==> config.mk <==
export PLATFORM = sky130hd
export DESIGN_NAME = atpr_queue
export DESIGN_NICKNAME = d
export VERILOG_FILES = /design/src/sv/atpr_pkg.sv /design/src/sv/atpr_queue.sv
export SDC_FILE = /design/constraint.sdc
export NUM_CORES = 1
export LEC_CHECK = 0
export BUFFER_PORTS_ARGS = -buffer_cell sky130_fd_sc_hd__buf_4
export CAP_MARGIN = 10
export CELL_PAD_IN_SITES_DETAIL_PLACEMENT = 0
export CELL_PAD_IN_SITES_GLOBAL_PLACEMENT = 2
export CORE_MARGIN = 2
export CORE_UTILIZATION = 25
export CTS_CLUSTER_DIAMETER = 200
export CTS_CLUSTER_SIZE = 16
export DETAILED_ROUTE_END_ITERATION = 16
export PLACE_DENSITY_LB_ADDON = 0.1
export SKIP_LAST_GASP = 1
export SLEW_MARGIN = 15
export SYNTH_ARGS = -nofsm -noshare
export SYNTH_HDL_FRONTEND = slang
export SYNTH_SLANG_ARGS = --single-unit
==> constraint.sdc <==
create_clock -name clk -period 4.9 [get_ports clk]
set_input_delay 1.225 -clock clk [delete_from_list [all_inputs] [get_ports clk]]
set_output_delay 1.225 -clock clk [all_outputs]
set_load 0.02 [all_outputs]
==> src/sv/atpr_pkg.sv <==
// Shared types, widths and the CORDIC arctangent table for the tilt block.
package atpr_pkg;

	// Fractional bits of degrees carried by the CORDIC angle accumulator (12..24).
	localparam int ANGLE_FRAC_BITS = 16;
	localparam int TABLE_FRAC      = 24;
	localparam int ROOT_SCALE      = 15;
	localparam int CORDIC_STEPS    = ANGLE_FRAC_BITS + 4;

	localparam int SAMPLE_W = 16;
	localparam int MAG_W    = SAMPLE_W + 1;
	localparam int SQ_W     = 32;
	localparam int ROOT_W   = 31;
	localparam int ROOT_STAGES = ROOT_W;
	localparam int REM_W    = 32;
	localparam int XY_W     = 36;
	localparam int ACC_W    = ANGLE_FRAC_BITS + 9;
	localparam int DEG_W    = 8;
	localparam int DEG_MAG_W = 7;

	localparam logic [DEG_MAG_W-1:0] DEG_RIGHT = 7'd90;
	localparam logic signed [ACC_W-1:0] ANGLE_TOP = ACC_W'(90 * (1 << ANGLE_FRAC_BITS));

	localparam int QUEUE_DEPTH = 4;
	localparam int QPTR_W      = 2;
	localparam int QCNT_W      = 3;

	// atan(2^-i) in degrees, scaled by 2^24.
	localparam int ATAN_DEG_Q24 [32] = '{
		754974720, 445687602, 235489088, 119537938, 60000934, 30029717,
		15018523, 7509720, 3754917, 1877466, 938734, 469367, 234684, 117342,
		58671, 29335, 14668, 7334, 3667, 1833, 917, 458, 229, 115, 57, 29,
		14, 7, 4, 2, 1, 0
	};

	// Per-lane side information that travels with each operand pair.
	typedef struct packed {
		logic             num_zero;
		logic             den_zero;
		logic             neg;
		logic [MAG_W-1:0] mag;
	} lane_tag_t;

	// One queued transaction: both sums of squares and both lane tags.
	typedef struct packed {
		logic [SQ_W-1:0] sq_p;
		logic [SQ_W-1:0] sq_r;
		lane_tag_t       tag_p;
		lane_tag_t       tag_r;
	} q_entry_t;

	// Table entry rounded from Q24 to the accumulator's fractional bits.
	function automatic logic signed [ACC_W-1:0] atan_entry(input int idx);
		int     sh;
		longint t;
		sh = TABLE_FRAC - ANGLE_FRAC_BITS;
		t = longint'(ATAN_DEG_Q24[idx % 32]);
		if (sh != 0) begin
			t = (t + (longint'(1) << (sh - 1))) >>> sh;
		end
		return ACC_W'(t);
	endfunction

endpackage

==> src/sv/atpr_queue.sv <==
// Short register queue that decouples the front end from the root and CORDIC lanes.
module atpr_queue import atpr_pkg::*; (
	input  logic              clk,
	input  logic              arst_n,
	input  logic              push,
	input  q_entry_t          in_entry,
	input  logic              pop,
	output logic              out_valid,
	output q_entry_t          out_entry,
	output logic [QCNT_W-1:0] count
);

	q_entry_t          mem_q [QUEUE_DEPTH];
	logic [QPTR_W-1:0] wr_ptr_q, rd_ptr_q;
	logic [QCNT_W-1:0] count_q;
	logic              do_pop;

	assign do_pop = pop && (count_q != '0);

	always_ff @(posedge clk or negedge arst_n) begin
		if (!arst_n) begin
			wr_ptr_q <= '0;
			rd_ptr_q <= '0;
			count_q  <= '0;
		end else begin
			if (push) begin
				wr_ptr_q <= wr_ptr_q + 1'b1;
			end
			if (do_pop) begin
				rd_ptr_q <= rd_ptr_q + 1'b1;
			end
			unique case ({push, do_pop})
				2'b10:   count_q <= count_q + 1'b1;
				2'b01:   count_q <= count_q - 1'b1;
				default: count_q <= count_q;
			endcase
		end
	end

	always_ff @(posedge clk) begin
		if (push) begin
			mem_q[wr_ptr_q] <= in_entry;
		end
	end

	assign out_valid = (count_q != '0);
	assign out_entry = mem_q[rd_ptr_q];
	assign count     = count_q;

endmodule

# Yosys cells after proc, flatten, opt, wreduce, memory -nomap -nowiden

Memories as Yosys holds them, arrays and structs flattened.
Cells that the tools add are included.

Bits in registers: 7
Memory bits (writable): 416
Input port bits: 108
Output and inout bits: 108
Word-level logic and storage cells: 16
Memories kept: 1

Memories:

| memory | words | width | read ports | clocked after Yosys merged registers in | wr ports | line             | source |
|---|---|---|---|---|---|---|---|
| mem_q  | 4     | 104   | 1          | 0                                       | 1        | atpr_queue.sv:13 | `q_entry_t mem_q [QUEUE_DEPTH];` |

Add/subtract/negate cells: 4
Eq/ne operators: 2
Muxes and demuxes: 3
Reduce and logical (&&, ||, !) cells: 3

Operators with widths:

| operator            | number |
|---|---|
| $pmux 3 s2          | 1 |
| $add 2x1->2 const B | 2 |
| $add 3x1->3 const B | 1 |
| $reduce_bool 3->1   | 1 |
| $sub 3x1->3 const B | 1 |
| $eq 2x1->1 const B  | 1 |
| $eq 2x2->1 const B  | 1 |
| $mux 1              | 2 |
| $reduce_bool 2->1   | 1 |
| $logic_and 1x1->1   | 1 |

# Logic depth before layout (Yosys ltp)

Depth after elaboration: 4
Mapped depth: 7
Depth with buffers taken out: 7

# Least setup slack after synthesis

No wires, ideal clock.

Kind: in2reg
Start point: in push
End point: mem mem_q[0][0] (netlist name) (enable)
Library setup time: 0.474 ns
Arrival: 3.623 ns
Data required time: 4.426 ns
Path slack: 0.803 ns
Stages on the path: 1
Buffers on the path: 0
Cells stage by stage: and2_1

Word-level cells in the longest chain between the ends: 2

RTL lines:

| element                      | line             | source |
|---|---|---|
| start: declaration           | atpr_queue.sv:5  | `input logic push,` |
| $mux 1                       | atpr_queue.sv:41 | `if (push) begin` |
| $mux 1 (not written as such) | atpr_queue.sv:42 | `mem_q[wr_ptr_q] <= in_entry;` |
| end: declaration             | atpr_queue.sv:13 |  |

No other way between the ends.

==> flow_summary_export.csv <==
group,metric,value,unit
global_route,track_usage,0.109,
finish,finalNetCount,928,
clock_tree,numCtsBuffers,30,
worst_setup_path,crit_end,"out_entry[59]",
worst_setup_path,start_kind,"register",
logic_synthesis,ys_seq_area_frac,0.823,
worst_setup_path,timing.critical_path.from,"rd_ptr_q[1]$_DFFE_PN0P_",
route,drtAntennaViolNets,0,
global_route,grt_pass1_vias,7612,
route,route.vias.total,6725,
route,drcViolationCount,0,
worst_setup_path,rr_startpoint,"wr_ptr_q[1]$_DFFE_PN0P_",
floorplan,floorplan.initialDensity,0.254,
timing,grt_setup_unrepaired,"no",
worst_setup_path,crit_type,"reg2out",
timing,fin_ws,0.973,ns
timing,fin_skew,0.0116,ns
worst_setup_path,reg2reg_depth,4,
timing,slew_headroom,0.388,
global_route,grt_antenna_before_repair,1,
logic_synthesis,synth_cell_types,20,
logic_synthesis,synthTopCellsByArea,"edfxtp_1, mux4_2, dfrtp_1",
power_and_ir_drop,leakage,6.21,nW
worst_setup_path,r2r-end,"mem_q[1][36]$_DFFE_PP_",
route,wire_per_inst,21.6,µm
logic_synthesis,yosys.area.top_type_share,0.811,
power_and_ir_drop,powerDensity,601,nW/µm²
clock_tree,clk_pin_slew,0.07,ns
worst_setup_path,worstSetupEndpointType,"output port",
route,finalWirelength,34700,µm
timing,setup_viol,0,
finish,antenna_cells,0,
power_and_ir_drop,vdd_drop_max,0.254,mV
clock_tree,post_cts_buffers,0,
clock_tree,clock_sinks,423,
run,max_cap_violations,0,
worst_setup_path,crit_arrival,2.70,ns
min_path,hold_path_class,"in2async",
route,firstDrtPassIters,5,
floorplan,die_area,63600,µm²
placed_design,port_buffers,215,
floorplan,rows,90,
power_and_ir_drop,power,11.3,mW
clock_tree,h-tree-depth,1,
timing,maxSlewViolCount,0,
clock_tree,clock_path_buffers,3,
floorplan,die_y,252,µm
clock_tree,cts_tree,"built",
finish,final_cell_mix,"edfxtp_1, buf_4, mux4_2",
floorplan,ios,216,
timing,fin_crit,3.93,ns
timing,fin_crit_sh,0.801,
global_route,grt_pass1_wl,51300,µm
logic_synthesis,avgSynthCellArea,26.5,µm²
global_route,gr-total-overflow,0,
logic_synthesis,yosys_warnings,0,
route,via_per_inst,4.18,
finish,fillers,5861,
status,outcome,"finished clean",
clock_tree,cts_resized,0,
logic_synthesis,ys_ff_latch,423,
placed_design,dp_slack,1.53,ns
timing,fin_setup_tns,0,ns
floorplan,coreArea,60600,µm²
timing,hold_violations,0,
worst_setup_path,cp_max_fo,56,
logic_synthesis,synth_fp_nets,694,
logic_synthesis,syn_area,15400,µm²
finish,layout_commonest_cell,"edfxtp_1",
placed_design,gp_congestion,0.655,
finish,drive_gt1_frac,0.446,
timing,fmax,255,MHz
finish,area_delta_synth_final,22.4,%
timing,worst_pin_slew,0.918,ns
floorplan,die_x,252,µm
placed_design,hpwl,21100,µm
logic_synthesis,synthCells,580,
worst_setup_path,required,3.67,ns
clock_tree,clk_latency,0.59,ns
clock_tree,hold_buffers,0,
worst_setup_path,regToRegSetupSlack,2.63,ns
clock_tree,cts_root_buffer,"clkbuf_16",
global_route,grt_max_degree,59,
route,drt_iter0_drc,319,
logic_synthesis,yosys.area.top_type,"edfxtp_1",
==> power breakdown <==
group,internal (mW),total [mW],switching (mW)
Sequential,4.73,5.01,0.281
Combinational,1.78,4.00,2.22
Clock,1.15,2.31,1.17
==> cells in the mapped netlist <==
library cell and count:
and2_1 4, buf_12 1, buf_2 13, buf_4 1, buf_6 5, clkbuf_1 4, dfrtp_1 7, edfxtp_1 416
fa_1 1, ha_1 5, inv_1 6, mux2i_1 1, mux4_2 104, nand2_1 2, nor2_1 1, o21ai_0 1
o31a_1 1, or3_1 1, xnor2_1 2, xor2_1 4
==> worst min path at each step <==
| stage | from | end | slack (ns) | depth (start not counted) |
|---|---|---|---|---|
| after floorplan | wr_ptr_q[0]$_DFFE_PN0P_ | wr_ptr_q[0]$_DFFE_PN0P_ | 0.49 | 1 |
| after global placement | wr_ptr_q[0]$_DFFE_PN0P_ | wr_ptr_q[0]$_DFFE_PN0P_ | 0.51 | 1 |
| after detailed placement | count[2]$_DFFE_PN0P_ | count[2]$_DFFE_PN0P_ | 0.52 | 1 |
| after CTS | arst_n | rd_ptr_q[1]$_DFFE_PN0P_ | 0.39 | 1 |
| after global routing | arst_n | rd_ptr_q[1]$_DFFE_PN0P_ | 0.41 | 1 |
| final | arst_n | rd_ptr_q[1]$_DFFE_PN0P_ | 0.44 | 1 |
==> stage by stage <==
step                instances  area, µm²  utilization  hold slack (ns)
floorplan                 580      15400            -            0.491
global placement         1564      18000        0.297            0.506
detailed placement       1564      18000        0.297            0.520
CTS                      1607      18800        0.311            0.394
global route             1607      18800        0.311            0.406
finish                   1607      18800        0.311            0.444
==> sequential cells by signal, summed over array words and instances, names as in the netlist <==
signal	flops
count	3
wr_ptr_q	2
mem_q	416
rd_ptr_q	2
==> kinds of logic after synthesis <==
group | Yosys count | share of synthesized area
AOI/OAI and AO/OA | 2 | 0.000894
and+or+nand+nor | 8 | 0.00276
buffers and inverters | 30 | 0.0121
muxes | 105 | 0.153
DFF | 423 | 0.823
xor gates and xnor gates | 6 | 0.00341
adders and majority gates | 6 | 0.00536
==> routing by layer <==
layer	global-route usage	wire length, µm
met5	0	13
met4	0.0238	552
met3	0.0330	2390
met2	0.188	17400
met1	0.134	14400
==> layout make-up <==
| class | count | area, µm² | share of cell area |
|---|---|---|---|
| clock buffer | 42 | 817 | 0.0434 |
| clock inverter | 1 | 11.3 | 0.000598 |
| inverter | 6 | 22.5 | 0.00120 |
| multi-input combinational | 127 | 2550 | 0.136 |
| sequential | 423 | 12700 | 0.673 |
| tap | 782 | 978 | 0.0519 |
| timing repair buffer | 226 | 1780 | 0.0947 |
==> worst max-delay path, cell delays in order (launching register included) <==
cell	delay, ns
dfrtp_4	0.97
buf_12	0.40
mux4_2	0.43
buf_4	0.19
Power figures use the tool's default switching activity.
