## config.mk

```make
export PLATFORM = sky130hd
export DESIGN_NAME = atpr_isqrt
export DESIGN_NICKNAME = d
export VERILOG_FILES = /design/src/sv/atpr_pkg.sv /design/src/sv/atpr_isqrt.sv
export SDC_FILE = /design/constraint.sdc
export NUM_CORES = 2
export LEC_CHECK = 0
export ABC_CLOCK_PERIOD_IN_PS = 4700
export BUFFER_PORTS_ARGS = -buffer_cell sky130_fd_sc_hd__buf_2
export CAP_MARGIN = 20
export CORE_UTILIZATION = 25
export DETAILED_ROUTE_END_ITERATION = 8
export REMOVE_ABC_BUFFERS = 1
export SKIP_LAST_GASP = 1
export SYNTH_ARGS = -nofsm -noshare
export SYNTH_HDL_FRONTEND = slang
export SYNTH_SLANG_ARGS = --single-unit
```

## constraint.sdc

```tcl
create_clock -name clk -period 4.7 [get_ports clk]
set_input_delay 0 -clock clk [delete_from_list [all_inputs] [get_ports clk]]
set_output_delay 0 -clock clk [all_outputs]
set_load 0.005 [all_outputs]
```

## src/sv/atpr_pkg.sv

```systemverilog
// Shared types, widths and the CORDIC arctangent table for the tilt block.
package atpr_pkg;

	// Fractional bits of degrees carried by the CORDIC angle accumulator (12..24).
	localparam int ANGLE_FRAC_BITS = 16;
	localparam int TABLE_FRAC      = 24;
	localparam int ROOT_SCALE      = 15;
	localparam int CORDIC_STEPS    = ANGLE_FRAC_BITS + 4;

	localparam int SAMPLE_W = 16;
	localparam int MAG_W    = SAMPLE_W + 1;
	localparam int SQ_W     = 32;
	localparam int ROOT_W   = 31;
	localparam int ROOT_STAGES = ROOT_W;
	localparam int REM_W    = 32;
	localparam int XY_W     = 36;
	localparam int ACC_W    = ANGLE_FRAC_BITS + 9;
	localparam int DEG_W    = 8;
	localparam int DEG_MAG_W = 7;

	localparam logic [DEG_MAG_W-1:0] DEG_RIGHT = 7'd90;
	localparam logic signed [ACC_W-1:0] ANGLE_TOP = ACC_W'(90 * (1 << ANGLE_FRAC_BITS));

	localparam int QUEUE_DEPTH = 4;
	localparam int QPTR_W      = 2;
	localparam int QCNT_W      = 3;

	// atan(2^-i) in degrees, scaled by 2^24.
	localparam int ATAN_DEG_Q24 [32] = '{
		754974720, 445687602, 235489088, 119537938, 60000934, 30029717,
		15018523, 7509720, 3754917, 1877466, 938734, 469367, 234684, 117342,
		58671, 29335, 14668, 7334, 3667, 1833, 917, 458, 229, 115, 57, 29,
		14, 7, 4, 2, 1, 0
	};

	// Per-lane side information that travels with each operand pair.
	typedef struct packed {
		logic             num_zero;
		logic             den_zero;
		logic             neg;
		logic [MAG_W-1:0] mag;
	} lane_tag_t;

	// One queued transaction: both sums of squares and both lane tags.
	typedef struct packed {
		logic [SQ_W-1:0] sq_p;
		logic [SQ_W-1:0] sq_r;
		lane_tag_t       tag_p;
		lane_tag_t       tag_r;
	} q_entry_t;

	// Table entry rounded from Q24 to the accumulator's fractional bits.
	function automatic logic signed [ACC_W-1:0] atan_entry(input int idx);
		int     sh;
		longint t;
		sh = TABLE_FRAC - ANGLE_FRAC_BITS;
		t = longint'(ATAN_DEG_Q24[idx % 32]);
		if (sh != 0) begin
			t = (t + (longint'(1) << (sh - 1))) >>> sh;
		end
		return ACC_W'(t);
	endfunction

endpackage

```

## src/sv/atpr_isqrt.sv

```systemverilog
// Pipelined integer square root of the sum of squares scaled by 2^30, one root bit per stage.
module atpr_isqrt import atpr_pkg::*; (
	input  logic              clk,
	input  logic              arst_n,
	input  logic              in_valid,
	input  logic [SQ_W-1:0]   in_sq,
	input  lane_tag_t         in_tag,
	output logic              out_valid,
	output logic [ROOT_W-1:0] out_root,
	output lane_tag_t         out_tag
);

	logic              vld_s  [1:ROOT_STAGES];
	logic [REM_W-1:0]  rem_s  [1:ROOT_STAGES];
	logic [ROOT_W-1:0] root_s [1:ROOT_STAGES];
	logic [SQ_W-1:0]   sq_s   [1:ROOT_STAGES];
	lane_tag_t         tag_s  [1:ROOT_STAGES];

	for (genvar k = 0; k < ROOT_STAGES; k++) begin : g_stage
		localparam int HI = SQ_W - 1 - 2 * k;
		logic              cur_vld;
		logic [REM_W-1:0]  cur_rem;
		logic [ROOT_W-1:0] cur_root;
		logic [SQ_W-1:0]   cur_sq;
		lane_tag_t         cur_tag;
		logic [1:0]        pair;
		logic [REM_W+1:0]  trial, test;
		logic              fits;

		if (k == 0) begin : g_first
			assign cur_vld  = in_valid;
			assign cur_rem  = '0;
			assign cur_root = '0;
			assign cur_sq   = in_sq;
			assign cur_tag  = in_tag;
		end else begin : g_next
			assign cur_vld  = vld_s[k];
			assign cur_rem  = rem_s[k];
			assign cur_root = root_s[k];
			assign cur_sq   = sq_s[k];
			assign cur_tag  = tag_s[k];
		end

		// The low 30 bits of the scaled radicand are zero, so late stages bring in zero pairs.
		if (HI >= 1) begin : g_pair
			assign pair = cur_sq[HI -: 2];
		end else begin : g_zero
			assign pair = 2'b00;
		end

		assign trial = {cur_rem, pair};
		assign test  = {1'b0, cur_root, 2'b01};
		assign fits  = (trial >= test);

		always_ff @(posedge clk or negedge arst_n) begin
			if (!arst_n) begin
				vld_s[k+1] <= 1'b0;
			end else begin
				vld_s[k+1] <= cur_vld;
			end
		end

		always_ff @(posedge clk) begin
			rem_s[k+1]  <= fits ? REM_W'(trial - test) : REM_W'(trial);
			root_s[k+1] <= {cur_root[ROOT_W-2:0], fits};
			sq_s[k+1]   <= cur_sq;
			tag_s[k+1]  <= cur_tag;
		end
	end

	assign out_valid = vld_s[ROOT_STAGES];
	assign out_root  = root_s[ROOT_STAGES];
	assign out_tag   = tag_s[ROOT_STAGES];

endmodule

```

======== Yosys cells after proc, flatten, opt, wreduce, memory -nomap -nowiden ========
Memory sizes are Yosys's and may differ from the RTL's.
Cells that the tools add are included.
word-level totals
  bits in registers ....................... 31
  memory bits (writable) .................. 3,565
  bits of input ports ..................... 55
  word-level logic and storage cells ...... 128
  memories ................................ 4
memory list
  memory  words  width  rd ports  clocked after memory_dff  write ports  line              text
  rem_s   31     32     30        0                         31           atpr_isqrt.sv:14  logic [REM_W-1:0] rem_s [1:ROOT_STAGES];
  sq_s    31     32     30        0                         31           atpr_isqrt.sv:16  logic [SQ_W-1:0] sq_s [1:ROOT_STAGES];
  root_s  31     31     31        0                         31           atpr_isqrt.sv:15  logic [ROOT_W-1:0] root_s [1:ROOT_STAGES];
  tag_s   31     20     31        0                         31           atpr_isqrt.sv:17  lane_tag_t tag_s [1:ROOT_STAGES];
operators by class
  add/sub/neg operators ................... 31
  magnitude comparators ................... 31
  muxes and demuxes ....................... 31
operator list
  operator               number
  $ge A34 B33 Y1         30
  $mux W32               31
  $sub A32 B32 Y32       30
  $sub A2 B1 Y3 const B  1
  $ge A2 B1 Y1 const B   1

======== Longest topological paths before layout ========
An unclocked memory read counts as a cell.
  depth after elaboration ................. 3
  mapped depth ............................ 16
  depth with buffers taken out ............ 15

======== Least setup slack after synthesis ========
OpenSTA, ideal clock, no wires.
  kind .................................... reg-to-reg
  from .................................... register, netlist name rem_s[0][641]
  to ...................................... register, netlist name rem_s[0][674]
  setup time .............................. 121 ps
  arrival ................................. 3,709 ps
  data required time ...................... 4,579 ps
  slack ................................... 870 ps
  stages on the path, launching flop included .. 15
  path buffers ............................ 1
  period minus slack after synthesis ...... 3,830 ps
  cell sequence ........................... dfxtp_1 inv_1 ha_1 inv_1 fa_1 nor2b_1 o21ai_1 a21oi_1 o41a_1 a221o_1 a221oi_1 a21oi_1 nor4_2 clkbuf_1 mux2_2

==> Implementation_results.wiki <==
{| class="wikitable"
! Metric !! Value
|-
| Status || finished, violations left
|-
| Violated checks || design-rule violations
|-
| Worst clock skew || 0.139 ns
|-
| Proportion of layout cells with a drive suffix above 1 || 8.01%
|-
| Internal power || 37200 uW
|-
| Crit Path Class || reg2reg
|-
| Via count of the first global-routing pass || 51300
|-
| Worst flop-to-flop path endpoint || rem_s[0][694]$_DFF_P_
|-
| Clock tree buffer depth || 4
|-
| Area used by sequential logic in the layout || 45900 um2
|-
| Portion of total power attributed to combinational logic || 13.6%
|-
| Nets || 8809
|-
| Clock sink count || 2287
|-
| Net switching fraction of the power || 26.7%
|-
| Quantity of gates resized following cts || 0
|-
| Fraction of registers with async set/reset || 1.36%
|-
| Cell types occupying the most area after synthesis || dfxtp_1 (55%), ha_1 (7.7%), xor2_1 (4.2%)
|-
| Number of flops mapped to enable cells by yosys || 0
|-
| Distinct cells, synth || 83
|-
| Kind of end point of the critical path || flip-flop
|-
| Post-synthesis sequential area ratio || 56.4%
|-
| Fraction of synthesized cell area taken by the top area cell type || 55.5%
|-
| Starting utilization of the core area || 25.1%
|-
| Signal arrival time at the worst endpoint || 4.72 ns
|-
| Commonest cells post-synth || dfxtp_1 (2256), inv_1 (646), nand2_1 (559)
|-
| Worst Setup Slack post-DPL || 0.751 ns
|-
| DRC viols || 14
|-
| Mean post-synth cell area || 10.4 um2
|-
| Global-route wire length before repair || 245 mm
|-
| WL/cell || 11.4 um
|-
| Post-synthesis instance area || 81400 um2
|-
| Hold Vio Cnt, Final || 0
|-
| Worst hold slack after final layout || 0.177 ns
|-
| Count of antenna-violating nets left after detailed routing || 0
|-
| Clock latency reported for the late side of the worst-skew pair || 0.98 ns
|-
| Critical path startpoint category || flip-flop
|-
| Clock transition at the register clock pins on the worst setup and hold paths after CTS || 0.07 ns
|-
| H-tree levels || 4
|-
| Hold buffer count at cts || 111
|-
| Area Overhead vs Synth || 18.9%
|-
| DRC violation total after the first TritonRoute iteration || 2243
|-
| Cell count of the worst reg-to-reg path || 15
|-
| Worst hold stages || 3
|-
| CP Data Required Time || 5.47 ns
|-
| DP HPWL || 106 mm
|-
| Pin count of the biggest net entering global routing || 57
|-
| Hold Startpoint || in_tag[18]
|-
| Fillers || 33300
|-
| Combined global-route utilization of all metal layers || 8.84%
|-
| Count of buffers inserted at the top-level ports || 106
|-
| Share of the core filled with cells in the final layout || 29.9%
|-
| Die width || 573 um
|-
| Total congestion overflow after global routing || 0
|-
| Core Footprint || 324000 um2
|-
| Warnings from Yosys || 0
|-
| Fmax || 253 MHz
|-
| Final Wtd Congestion || 0.867
|-
| Switching power of the nets || 13500 uW
|-
| Total of flip-flops plus latches after synthesis || 2287
|-
| Root buffer cell || clkbuf_16
|-
| Peak fanout along the critical path || 27
|-
| Antenna violations before repair || 1
|-
| Total power per unit cell area || 523 nW/um2
|-
| Part of the cycle the worst path needs || 84.1%
|-
| Pins over their slew limit || 0
|-
| Die H || 573 um
|-
| Finish-stage setup viols || 0
|-
| Routed Wire Length || 146 mm
|-
| Smallest setup slack after layout || 0.747 ns
|-
| Actual slew at the worst max-slew pin || 0.953 ns
|-
| Hold crit path type || in2reg
|-
| Register-to-Register Setup Slack || 0.75 ns
|-
| Max-cap viol count || 0
|-
| RSZ-0062 raised after global routing || false
|-
| Most area-hungry cell type in the Yosys netlist || dfxtp_1
|-
| Total Power Consumption || 50700 uW
|-
| Footprint of the multi-input gates || 32600 um2
|-
| Predominant post-synthesis flop cell || dfxtp_1
|-
| Total number of vias || 52000
|-
| Tightest slew margin relative to the limit || 35.8%
|-
| Clock Power Share || 38.4%
|-
| CTS buffer count || 242
|-
| Die footprint || 328000 um2
|-
| Leakage dissipation || 0.0443 uW
|-
| Register share of total power || 48.0%
|-
| I/O pin cnt || 107
|-
| Worst R2R Start || rem_s[0][641]$_DFF_P_
|-
| Shortest period the worst path allows || 3.95 ns
|-
| Vias per inst || 4.08
|-
| TritonCTS clock tree || done
|-
| Row count || 209
|-
| Worst supply voltage drop on vdd || 392 uV
|-
| Post-Synthesis Cells || 7866
|-
| Hold-critical path endpoint || tag_s[0][38]$_DFF_P_
|-
| Cell with the most instances after synthesis || dfxtp_1
|-
| Total setup buffers inserted after CTS || 0
|-
| TritonRoute pass-1 iters || 8
|}
-- layer usage --
metal	part of all wire, %	up-vias	global-route usage (%)
met3	4.6	346	1.93
met1	46	23500	10.7
met2	46	754	15.3
met5	0	-	0
li1	-	27500	-
met4	3.3	0	3.17
-- final cells by class --
| type | instances | share of cell area (%) |
|---|---|---|
| clock buffers | 325 | 7.09 |
| multi-input cells | 4806 | 33.7 |
| flip-flops and latches | 2287 | 47.5 |
| well taps | 4325 | 5.59 |
| diodes | 2 | 0.00517 |
| clock inverters | 114 | 1.58 |
| repair buffers | 256 | 2.05 |
| inverters | 648 | 2.51 |
-- power by group through the flow --
| stage | clock [uW] | combinational, uW | sequential, uW |
|---|---|---|---|
| 6_report | 19500 | 6880 | 24300 |
| 5_1_grt | 21100 | 7890 | 24700 |
| 4_1_cts | 20300 | 6940 | 24300 |
| 3_5_place_dp | 0 | 6820 | 24700 |
| 3_3_place_gp | 0 | 6770 | 24700 |
| 2_1_floorplan | 0 | 5520 | 24000 |
-- worst max path at each step --
stage / cells after the start / startpoint / end / slack, ns
floorplan: 11 / root_s[3][139]$_DFF_P_ / rem_s[0][930]$_DFF_P_ / -0.79
global placement: 15 / rem_s[0][641]$_DFF_P_ / rem_s[0][694]$_DFF_P_ / 0.78
detailed placement: 15 / rem_s[0][641]$_DFF_P_ / rem_s[0][692]$_DFF_P_ / 0.75
CTS: 15 / rem_s[0][641]$_DFF_P_ / rem_s[0][694]$_DFF_P_ / 0.74
global route: 14 / rem_s[0][769]$_DFF_P_ / rem_s[0][831]$_DFF_P_ / 0.36
finish: 15 / rem_s[0][641]$_DFF_P_ / rem_s[0][694]$_DFF_P_ / 0.75
-- stage by stage --
step | cell area, um2 | TNS [ns] | instances
floorplan | 80900 | -35.66 | 7741
detailed placement | 87300 | 0 | 12200
global route | 96800 | 0 | 12800
CTS | 96800 | 0 | 12800
global placement | 87300 | 0 | 12200
finish | 96800 | 0 | 12800
-- sequential cells by signal, summed over array words and instances (netlist names) --
register,flops
g_stage.cur_vld,30
out_valid,1
rem_s,915
root_s,481
sq_s,240
tag_s,620
-- critical path, cell delays in order, from the launching register on --
cell	delay [ns]
dfxtp_1	0.38
inv_1	0.10
ha_1	0.21
inv_1	0.08
fa_1	0.21
nor2b_1	0.06
o21ai_1	0.16
a21oi_1	0.11
o41a_1	0.47
a221o_1	0.40
a221oi_1	0.47
a21oi_1	0.26
nor4_4	0.31
buf_4	0.30
nor2_1	0.06
mux2_2	0.26
-- cells in the final DEF (no fill, tap or decap), types with 37 or more instances in the layout --
cell	netlist	final
and3_1	39	39
clkbuf_16	0	245
ha_1	499	499
nor3_1	181	179
o31ai_1	56	56
nor2b_1	76	76
clkbuf_8	0	43
inv_1	646	646
or3_1	79	79
buf_2	5	106
o21ai_0	429	429
clkbuf_1	111	37
nor2_1	506	506
nor4_1	107	103
nand2_1	559	559
nand3_1	95	95
clkinv_2	0	40
nand4_1	61	61
xor2_1	395	395
o21bai_1	46	46
xnor2_1	311	311
o21a_1	81	81
dlygate4sd3_1	0	110
or4_1	40	40
dfxtp_1	2256	2256
a211oi_1	46	46
a21o_1	204	204
nand2b_1	115	115
a21oi_1	439	437
mux2_2	61	61
-- cell families (layout without fill, tap and decap cells) --
group	Yosys count	in the layout	share of synthesized area, %
flip-flops	2287	2287	56.4
AND/OR/NAND/NOR	1992	1992	11.9
AO/OA/AOI/OAI	1527	1527	11.6
buffers and inverters	773	1343	3.58
XOR/XNOR	706	706	7.59
adder cells (fa/ha/maj)	513	513	8.01
multiplexers	67	67	0.917
other	1	3	0.00461
Note: power is estimated with default switching activity, not from simulation.
