===== config.mk =====
export PLATFORM = sky130hd
export DESIGN_NAME = atpr_front
export DESIGN_NICKNAME = d
export VERILOG_FILES = /design/src/sv/atpr_pkg.sv /design/src/sv/atpr_front.sv
export SDC_FILE = /design/constraint.sdc
export NUM_CORES = 2
export LEC_CHECK = 0
export CAP_MARGIN = 0
export CORE_MARGIN = 1
export CORE_UTILIZATION = 40
export DETAILED_ROUTE_END_ITERATION = 12
export DONT_BUFFER_PORTS = 1
export SLEW_MARGIN = 25
export SYNTH_ARGS = -nofsm -noshare
export SYNTH_HDL_FRONTEND = slang
export SYNTH_SLANG_ARGS = --single-unit

===== constraint.sdc =====
create_clock -name clk -period 14.7 [get_ports clk]
set_input_delay 0 -clock clk [delete_from_list [all_inputs] [get_ports clk]]
set_output_delay 0 -clock clk [all_outputs]
set_load 0.03 [all_outputs]

===== src/sv/atpr_pkg.sv =====
// Shared types, widths and the CORDIC arctangent table for the tilt block.
package atpr_pkg;

	// Fractional bits of degrees carried by the CORDIC angle accumulator (12..24).
	localparam int ANGLE_FRAC_BITS = 16;
	localparam int TABLE_FRAC      = 24;
	localparam int ROOT_SCALE      = 15;
	localparam int CORDIC_STEPS    = ANGLE_FRAC_BITS + 4;

	localparam int SAMPLE_W = 16;
	localparam int MAG_W    = SAMPLE_W + 1;
	localparam int SQ_W     = 32;
	localparam int ROOT_W   = 31;
	localparam int ROOT_STAGES = ROOT_W;
	localparam int REM_W    = 32;
	localparam int XY_W     = 36;
	localparam int ACC_W    = ANGLE_FRAC_BITS + 9;
	localparam int DEG_W    = 8;
	localparam int DEG_MAG_W = 7;

	localparam logic [DEG_MAG_W-1:0] DEG_RIGHT = 7'd90;
	localparam logic signed [ACC_W-1:0] ANGLE_TOP = ACC_W'(90 * (1 << ANGLE_FRAC_BITS));

	localparam int QUEUE_DEPTH = 4;
	localparam int QPTR_W      = 2;
	localparam int QCNT_W      = 3;

	// atan(2^-i) in degrees, scaled by 2^24.
	localparam int ATAN_DEG_Q24 [32] = '{
		754974720, 445687602, 235489088, 119537938, 60000934, 30029717,
		15018523, 7509720, 3754917, 1877466, 938734, 469367, 234684, 117342,
		58671, 29335, 14668, 7334, 3667, 1833, 917, 458, 229, 115, 57, 29,
		14, 7, 4, 2, 1, 0
	};

	// Per-lane side information that travels with each operand pair.
	typedef struct packed {
		logic             num_zero;
		logic             den_zero;
		logic             neg;
		logic [MAG_W-1:0] mag;
	} lane_tag_t;

	// One queued transaction: both sums of squares and both lane tags.
	typedef struct packed {
		logic [SQ_W-1:0] sq_p;
		logic [SQ_W-1:0] sq_r;
		lane_tag_t       tag_p;
		lane_tag_t       tag_r;
	} q_entry_t;

	// Table entry rounded from Q24 to the accumulator's fractional bits.
	function automatic logic signed [ACC_W-1:0] atan_entry(input int idx);
		int     sh;
		longint t;
		sh = TABLE_FRAC - ANGLE_FRAC_BITS;
		t = longint'(ATAN_DEG_Q24[idx % 32]);
		if (sh != 0) begin
			t = (t + (longint'(1) << (sh - 1))) >>> sh;
		end
		return ACC_W'(t);
	endfunction

endpackage


===== src/sv/atpr_front.sv =====
// Front end: accepts samples, forms magnitudes, squares and sums, and classifies lanes.
module atpr_front import atpr_pkg::*; (
	input  logic                       clk,
	input  logic                       arst_n,
	input  logic                       start,
	input  logic signed [SAMPLE_W-1:0] accel_x,
	input  logic signed [SAMPLE_W-1:0] accel_y,
	input  logic signed [SAMPLE_W-1:0] accel_z,
	input  logic [QCNT_W-1:0]          q_count,
	output logic                       busy,
	output logic                       push,
	output q_entry_t                   push_entry
);

	function automatic logic [MAG_W-1:0] abs_val(input logic signed [SAMPLE_W-1:0] v);
		logic signed [MAG_W-1:0] e;
		e = MAG_W'(v);
		return e[MAG_W-1] ? MAG_W'(-e) : MAG_W'(e);
	endfunction

	logic             accept;
	logic             vld_s1, vld_s2;
	logic [MAG_W-1:0] mag_x_s1, mag_y_s1, mag_z_s1;
	logic             neg_x_s1, neg_y_s1;
	logic [MAG_W-1:0] mag_x_s2, mag_y_s2;
	logic             neg_x_s2, neg_y_s2;
	logic [SQ_W-1:0]  sqx_s2, sqy_s2, sqz_s2;
	logic [2*MAG_W-1:0] prod_x, prod_y, prod_z;
	logic [SQ_W-1:0]  sum_p, sum_r;
	logic [QCNT_W-1:0] in_flight;

	// Credit check: queued entries plus those still in the front stages.
	assign in_flight = q_count + QCNT_W'(vld_s1) + QCNT_W'(vld_s2);
	assign busy      = (in_flight >= QCNT_W'(QUEUE_DEPTH));
	assign accept    = start && !busy;

	always_ff @(posedge clk or negedge arst_n) begin
		if (!arst_n) begin
			vld_s1 <= 1'b0;
			vld_s2 <= 1'b0;
		end else begin
			vld_s1 <= accept;
			vld_s2 <= vld_s1;
		end
	end

	assign prod_x = {MAG_W'(0), mag_x_s1} * {MAG_W'(0), mag_x_s1};
	assign prod_y = {MAG_W'(0), mag_y_s1} * {MAG_W'(0), mag_y_s1};
	assign prod_z = {MAG_W'(0), mag_z_s1} * {MAG_W'(0), mag_z_s1};

	always_ff @(posedge clk) begin
		mag_x_s1 <= abs_val(accel_x);
		mag_y_s1 <= abs_val(accel_y);
		mag_z_s1 <= abs_val(accel_z);
		neg_x_s1 <= accel_x[SAMPLE_W-1];
		neg_y_s1 <= accel_y[SAMPLE_W-1];
		sqx_s2   <= SQ_W'(prod_x);
		sqy_s2   <= SQ_W'(prod_y);
		sqz_s2   <= SQ_W'(prod_z);
		mag_x_s2 <= mag_x_s1;
		mag_y_s2 <= mag_y_s1;
		neg_x_s2 <= neg_x_s1;
		neg_y_s2 <= neg_y_s1;
	end

	assign sum_p = sqy_s2 + sqz_s2;
	assign sum_r = sqx_s2 + sqz_s2;

	assign push = vld_s2;

	always_comb begin
		push_entry.sq_p           = sum_p;
		push_entry.sq_r           = sum_r;
		push_entry.tag_p.num_zero = (mag_x_s2 == '0);
		push_entry.tag_p.den_zero = (sum_p == '0);
		push_entry.tag_p.neg      = neg_x_s2;
		push_entry.tag_p.mag      = mag_x_s2;
		push_entry.tag_r.num_zero = (mag_y_s2 == '0);
		push_entry.tag_r.den_zero = (sum_r == '0);
		push_entry.tag_r.neg      = neg_y_s2;
		push_entry.tag_r.mag      = mag_y_s2;
	end

endmodule


Yosys cells after proc, flatten, opt, wreduce, memory -nomap -nowiden
Index checks and enable logic that the tools add are counted.

operators by class
  bitwise gates (word level) = 0
  multiplexer cells = 3
  shift-type cells = 0
  reduce and logical (&&, ||, !) cells = 6
  $add $sub $neg = 7
  order comparisons = 1
  divide/modulo/power cells = 0
  equal/unequal tests = 0
  multiply operators = 3

operators with widths
  cell                                                      count
  17-bit by 17-bit multiplier with 32-bit output            3
  32-bit adder                                              2
  32-bit zero test                                          2
  16-bit negator with 17-bit output                         3
  15-bit 2-to-1 mux                                         3
  17-bit zero test                                          2
  3-bit by 1-bit adder with 3-bit output                    2
  3-bit greater-or-equal comparator, second input constant  1
  1-bit logical AND                                         1
  1-bit zero test                                           1

storage, ports and cells
  bits in latches = 0
  bits in registers = 187
  RAM bits = 0
  logic and storage cells = 37
  memories = 0
  ROM bits = 0

Depth between registers and ports, before layout
  depth in word-level cells = 5
  depth in mapped cells = 25
  gate-level depth less buffers = 24

Least setup slack after synthesis
No wires, ideal clock.

  path type = reg2reg
  from = register mag_z_s1[7]
  to = register sqz_s2[24]
  arrival time = 6.235 ns
  stages on the path, launching flop included = 25
  slack = 8.392 ns
  path buffers = 1
  clock period less this slack = 6.308 ns
  setup time = 0.072 ns
  cell sequence = dfxtp_1 clkbuf_1 nand2_1 fa_1 inv_1 fa_1 inv_1 fa_1 inv_1 fa_1 fa_1 inv_1 fa_1 inv_1 ha_1 a21o_1 a21o_1 a21o_1 a21oi_1 o21ai_0 a41o_1 or2_2 o311ai_0 nor2b_1 xnor2_1

between the ends
  longest elaborated chain between the ends = 1

ends and longest elaborated chain
  item                                            RTL line          RTL
  start, declared                                 atpr_front.sv:23  logic [MAG_W-1:0] mag_x_s1, mag_y_s1, mag_z_s1;
  start signal, assigned                          atpr_front.sv:54  mag_z_s1 <= abs_val(accel_z);
  17-bit by 17-bit multiplier with 32-bit output  atpr_front.sv:49  assign prod_z = {MAG_W'(0), mag_z_s1} * {MAG_W'(0), mag_z_s1};
  net prod_z[24]                                  atpr_front.sv:28  logic [2*MAG_W-1:0] prod_x, prod_y, prod_z;
  end signal, assigned                            atpr_front.sv:59  sqz_s2 <= SQ_W'(prod_z);
  end, declared                                   atpr_front.sv:27  logic [SQ_W-1:0] sqx_s2, sqy_s2, sqz_s2;

The timed path passes the listed nets, and every way through them passes these cells.
A chain may end at the register's enable or synchronous reset.

Final worst setup path
  from = register mag_z_s1[2]
  to = register sqz_s2[24]

The elaborated chain is that of the path after synthesis.

==> run summary <==
After detailed routing, the average wire length per cell comes to 16.3 µm. Measured on the finished design, the core utilization comes to 43.9%. The detailed-route wire length came out at 73600 µm. After floorplanning, the core was divided into 102 placement rows.

For the final database, setup skew stands at 15.6 ps. The most critical setup path has its startpoint at mag_z_s1[2]$_DFF_P_. The detailed placement HPWL is 61100 µm. In the routed layout, each cell is associated on average with a via count of 4.88. The cell count of the worst hold path came out at 3.

The top-level port count came out at 160. The cell area after technology mapping came out at 0.0313 mm². The die height came out at 282 µm. The area taken by flip-flops and latches is 0.00365 mm². The path type of the worst setup path is reg -> reg. The number of warnings reported in the yosys synthesis log came out at 0. For the worst flop-to-flop path, the logic depth is 20. Across every metal layer, demand over resource in global routing totals 19.8%. The initial antenna violation count came out at 0.

The number of remaining DRC errors came out at 0. The smallest clock period supported by the final layout is computed as 6740 ps. The number of iterations in the first detailed-routing pass came out at 5. The max-slew violation count came out at 0. The master cell of the clock root buffer is sky130_fd_sc_hd__clkbuf_16. The number of instances in the synthesized netlist is 3418.

Setup total negative slack on the finished layout was measured at 0 ps. The maximum number of pins on one net before global-route repair came out at 21. The number of setup violations in the final report is 0. Counting flops and latches in the post-synthesis netlist gives 182. The clock-pin slew on the worst setup and hold paths came out at 90 ps. The core area is 0.0775 mm². The first global-routing pass estimated 121000 µm of wire.

The number of diodes is 0. The transition time at the pin with the least slew margin came out at 1090 ps. The startpoint identified for the worst hold timing path is accel_x[5]. STA classifies the critical path endpoint as a flip-flop. The number of nets at the end of the flow came out at 4461.

The max-cap violation count came out at 0. TritonCTS built the clock tree. The number of buffers between clock root and the deepest sink came out at 2. The most common cell after layout, fill and taps aside is sky130_fd_sc_hd__inv_1. The count of flip-flops with a built-in enable after synthesis came out at 0. The violation count after the first detailed-route iteration came out at 1075.

Among all flip-flop cells after synthesis, the most frequent one is sky130_fd_sc_hd__dfxtp_1. The number of setup buffers added after CTS came out at 0. The path with the worst hold slack has its endpoint at mag_x_s1[7]$_DFF_P_.

The overall die area came out at 0.0794 mm². The final weighted congestion of routability-driven global placement is 0.915. The via count of the routed design came out at 22100. The path class of the tightest hold or removal check is in -> reg.

Clock tree synthesis found a total of 182 sinks. The residual overflow from global routing is 0. The combined area of the multi-input logic cells is 0.0242 mm².

The worst register-to-register path begins at mag_z_s1[2]$_DFF_P_. The post-cts sizing count is 0. The clock buffer count from CTS is 17. In the layout the commonest cells are sky130_fd_sc_hd__inv_1, sky130_fd_sc_hd__fa_1, sky130_fd_sc_hd__ha_1.

The run finished with clean final reports. The worst pin sits at a relative slew slack of 26.8%. The unique cell type count in the Yosys netlist is 70. The critical path launch point type is a flip-flop. The terminus of the critical flop-to-flop path is sqz_s2[24]$_DFF_P_. The async set-or-reset flop fraction in the synthesized netlist came out at 1.10%. The insertion delay to the later sink of the worst-skew pair came out at 510 ps. The synthesized area divided by synthesized cell count came out at 9.16 µm². The proportion of synthesized chip area in sequential cells came out at 11.7%. The effective utilization at floorplan is 40.4%.

The post-route cell area is 0.0340 mm². The clock tree synthesis step divided the H-tree into 4 levels. The largest fanout on the critical path came out at 17. The flop-to-flop setup slack came out at 7960 ps.

The maximum clock frequency came out at 0.148 GHz. The count of port buffers added during placement came out at 0. The floorplan die width came out at 282 µm. The cell area reported after detailed placement came out at 0.0325 mm².

The data required time of the worst path came out at 15140 ps. The signal arrival time at the worst endpoint is 7190 ps. The count of fill cells added during filler insertion is 7524. The hold violation total from the final report was 0. The detail route stage leaves a number of antenna-violating nets equal to 0.

Of the cells placed in the final design, the portion with a size suffix greater than 1 is 2.65%. The relative area change from synthesis to final layout is 8.63%. Setup repair after global routing left no endpoint under its margin. The final worst-path cycle share came out at 45.9%.

The number of global-route vias before repair came out at 23400.
## layer usage
layer | global-route usage, % | part of all wire, %
met1 | 25.2 | 44
met2 | 33.4 | 48
met3 | 4.15 | 6.0
met4 | 6.10 | 2.5
met5 | 0 | 0
## worst max-delay path by stage
stage                                     to
final                     sqz_s2[24]$_DFF_P_
after global routing      sqx_s2[30]$_DFF_P_
after CTS                 sqz_s2[24]$_DFF_P_
after detailed placement  sqz_s2[24]$_DFF_P_
after global placement    sqx_s2[29]$_DFF_P_
after floorplan           sqz_s2[24]$_DFF_P_
## cell type report
cell class                 count  share of cell area (%)
multi-input combinational   2292                    71.3
sequential                   182                    10.7
inverter                     872                    9.62
tap                         1040                    3.82
timing repair buffer          99                    2.81
clock buffer                  17                    1.25
clock inverter                15                   0.478
## critical path, stage by stage, from the launching register on
cell                       delay [ps]
sky130_fd_sc_hd__dfxtp_1          790
sky130_fd_sc_hd__nand2_1          200
sky130_fd_sc_hd__fa_1             520
sky130_fd_sc_hd__inv_1             60
sky130_fd_sc_hd__fa_1             530
sky130_fd_sc_hd__inv_1             50
sky130_fd_sc_hd__fa_1             500
sky130_fd_sc_hd__inv_1             40
sky130_fd_sc_hd__ha_1             280
sky130_fd_sc_hd__fa_1             480
sky130_fd_sc_hd__inv_1             50
sky130_fd_sc_hd__fa_1             520
sky130_fd_sc_hd__inv_1             50
sky130_fd_sc_hd__ha_1             220
sky130_fd_sc_hd__o41ai_1          650
sky130_fd_sc_hd__o211ai_1         330
sky130_fd_sc_hd__a41o_1           360
sky130_fd_sc_hd__or2_2            310
sky130_fd_sc_hd__o311ai_0         390
sky130_fd_sc_hd__nor2b_1          210
sky130_fd_sc_hd__xnor2_1          120
## kinds of logic (layout without fill, tap and decap cells)
family	after synthesis	in the layout	share of synthesized area (%)
flip-flops	182	182	11.7
XOR/XNOR	204	204	5.70
adder cells (fa/ha/maj)	943	943	51.3
AND/OR/NAND/NOR	783	783	12.2
other	1	3	0.0120
multiplexers	7	7	0.236
AO/OA/AOI/OAI	352	352	7.44
buffers and inverters	946	1003	11.4
## stage by stage
stage	worst slack, ps	hold slack, ps	cells
2_1_floorplan	8390	-296	3420
3_3_place_gp	8080	-296	4400
3_5_place_dp	7940	-296	4400
4_1_cts	7900	18.9	4517
5_1_grt	7540	56.1	4517
6_report	7960	38.1	4517
## flip-flops by register name, summed over array words and instances (netlist names)
signal,cells
neg_x_s1,1
sqx_s2,31
neg_x_s2,1
neg_y_s1,1
mag_y_s2,16
mag_z_s1,17
sqz_s2,31
mag_x_s1,17
mag_x_s2,16
push,1
vld_s1,1
neg_y_s2,1
sqy_s2,31
mag_y_s1,17
## synthesized netlist by cell type, types with 3 or more instances
master,instances,area [µm²]
sky130_fd_sc_hd__nor4_1,17,106
sky130_fd_sc_hd__inv_1,872,3270
sky130_fd_sc_hd__a21boi_0,4,30.0
sky130_fd_sc_hd__ha_1,373,4670
sky130_fd_sc_hd__o311ai_0,3,26.3
sky130_fd_sc_hd__a41oi_1,3,26.3
sky130_fd_sc_hd__a211o_1,6,52.6
sky130_fd_sc_hd__nor3_1,32,160
sky130_fd_sc_hd__xnor2_1,160,1400
sky130_fd_sc_hd__mux2i_1,4,40.0
sky130_fd_sc_hd__fa_1,570,11400
sky130_fd_sc_hd__o21bai_1,20,150
sky130_fd_sc_hd__a21o_1,54,405
sky130_fd_sc_hd__or3_1,6,37.5
sky130_fd_sc_hd__o21ai_0,68,340
sky130_fd_sc_hd__nand4_1,12,75.1
sky130_fd_sc_hd__a31oi_1,13,81.3
sky130_fd_sc_hd__a311o_1,3,30.0
sky130_fd_sc_hd__o211ai_1,4,30.0
sky130_fd_sc_hd__xor2_1,44,385
sky130_fd_sc_hd__mux2_2,3,33.8
sky130_fd_sc_hd__a31o_2,5,43.8
sky130_fd_sc_hd__nand2_1,306,1150
sky130_fd_sc_hd__a21oi_1,97,485
sky130_fd_sc_hd__a2111oi_0,3,26.3
sky130_fd_sc_hd__a211oi_1,12,90.1
sky130_fd_sc_hd__clkbuf_1,70,263
sky130_fd_sc_hd__o31ai_1,13,97.6
sky130_fd_sc_hd__nor3b_1,3,22.5
sky130_fd_sc_hd__nor2_1,116,435
sky130_fd_sc_hd__buf_4,4,30.0
sky130_fd_sc_hd__o41ai_1,9,78.8
sky130_fd_sc_hd__o2111a_1,3,33.8
sky130_fd_sc_hd__o21a_1,10,75.1
sky130_fd_sc_hd__nor4b_1,5,43.8
sky130_fd_sc_hd__and2_1,157,982
sky130_fd_sc_hd__nor2b_1,30,188
sky130_fd_sc_hd__or4_1,7,52.6
sky130_fd_sc_hd__nand2b_1,21,131
sky130_fd_sc_hd__or2_2,12,75.1
sky130_fd_sc_hd__dfxtp_1,180,3600
sky130_fd_sc_hd__and3_1,16,100
sky130_fd_sc_hd__nand3_1,32,160
## timing repair
item	4_1_cts	5_1_grt
setup endpoints to repair	0	0
endpoints found under the hold margin	53	0
hold buffers	85	0
Power is left out: the tool's default activity adds up to more than one toggle a clock period on the data nets, which glitch-free logic cannot reach.
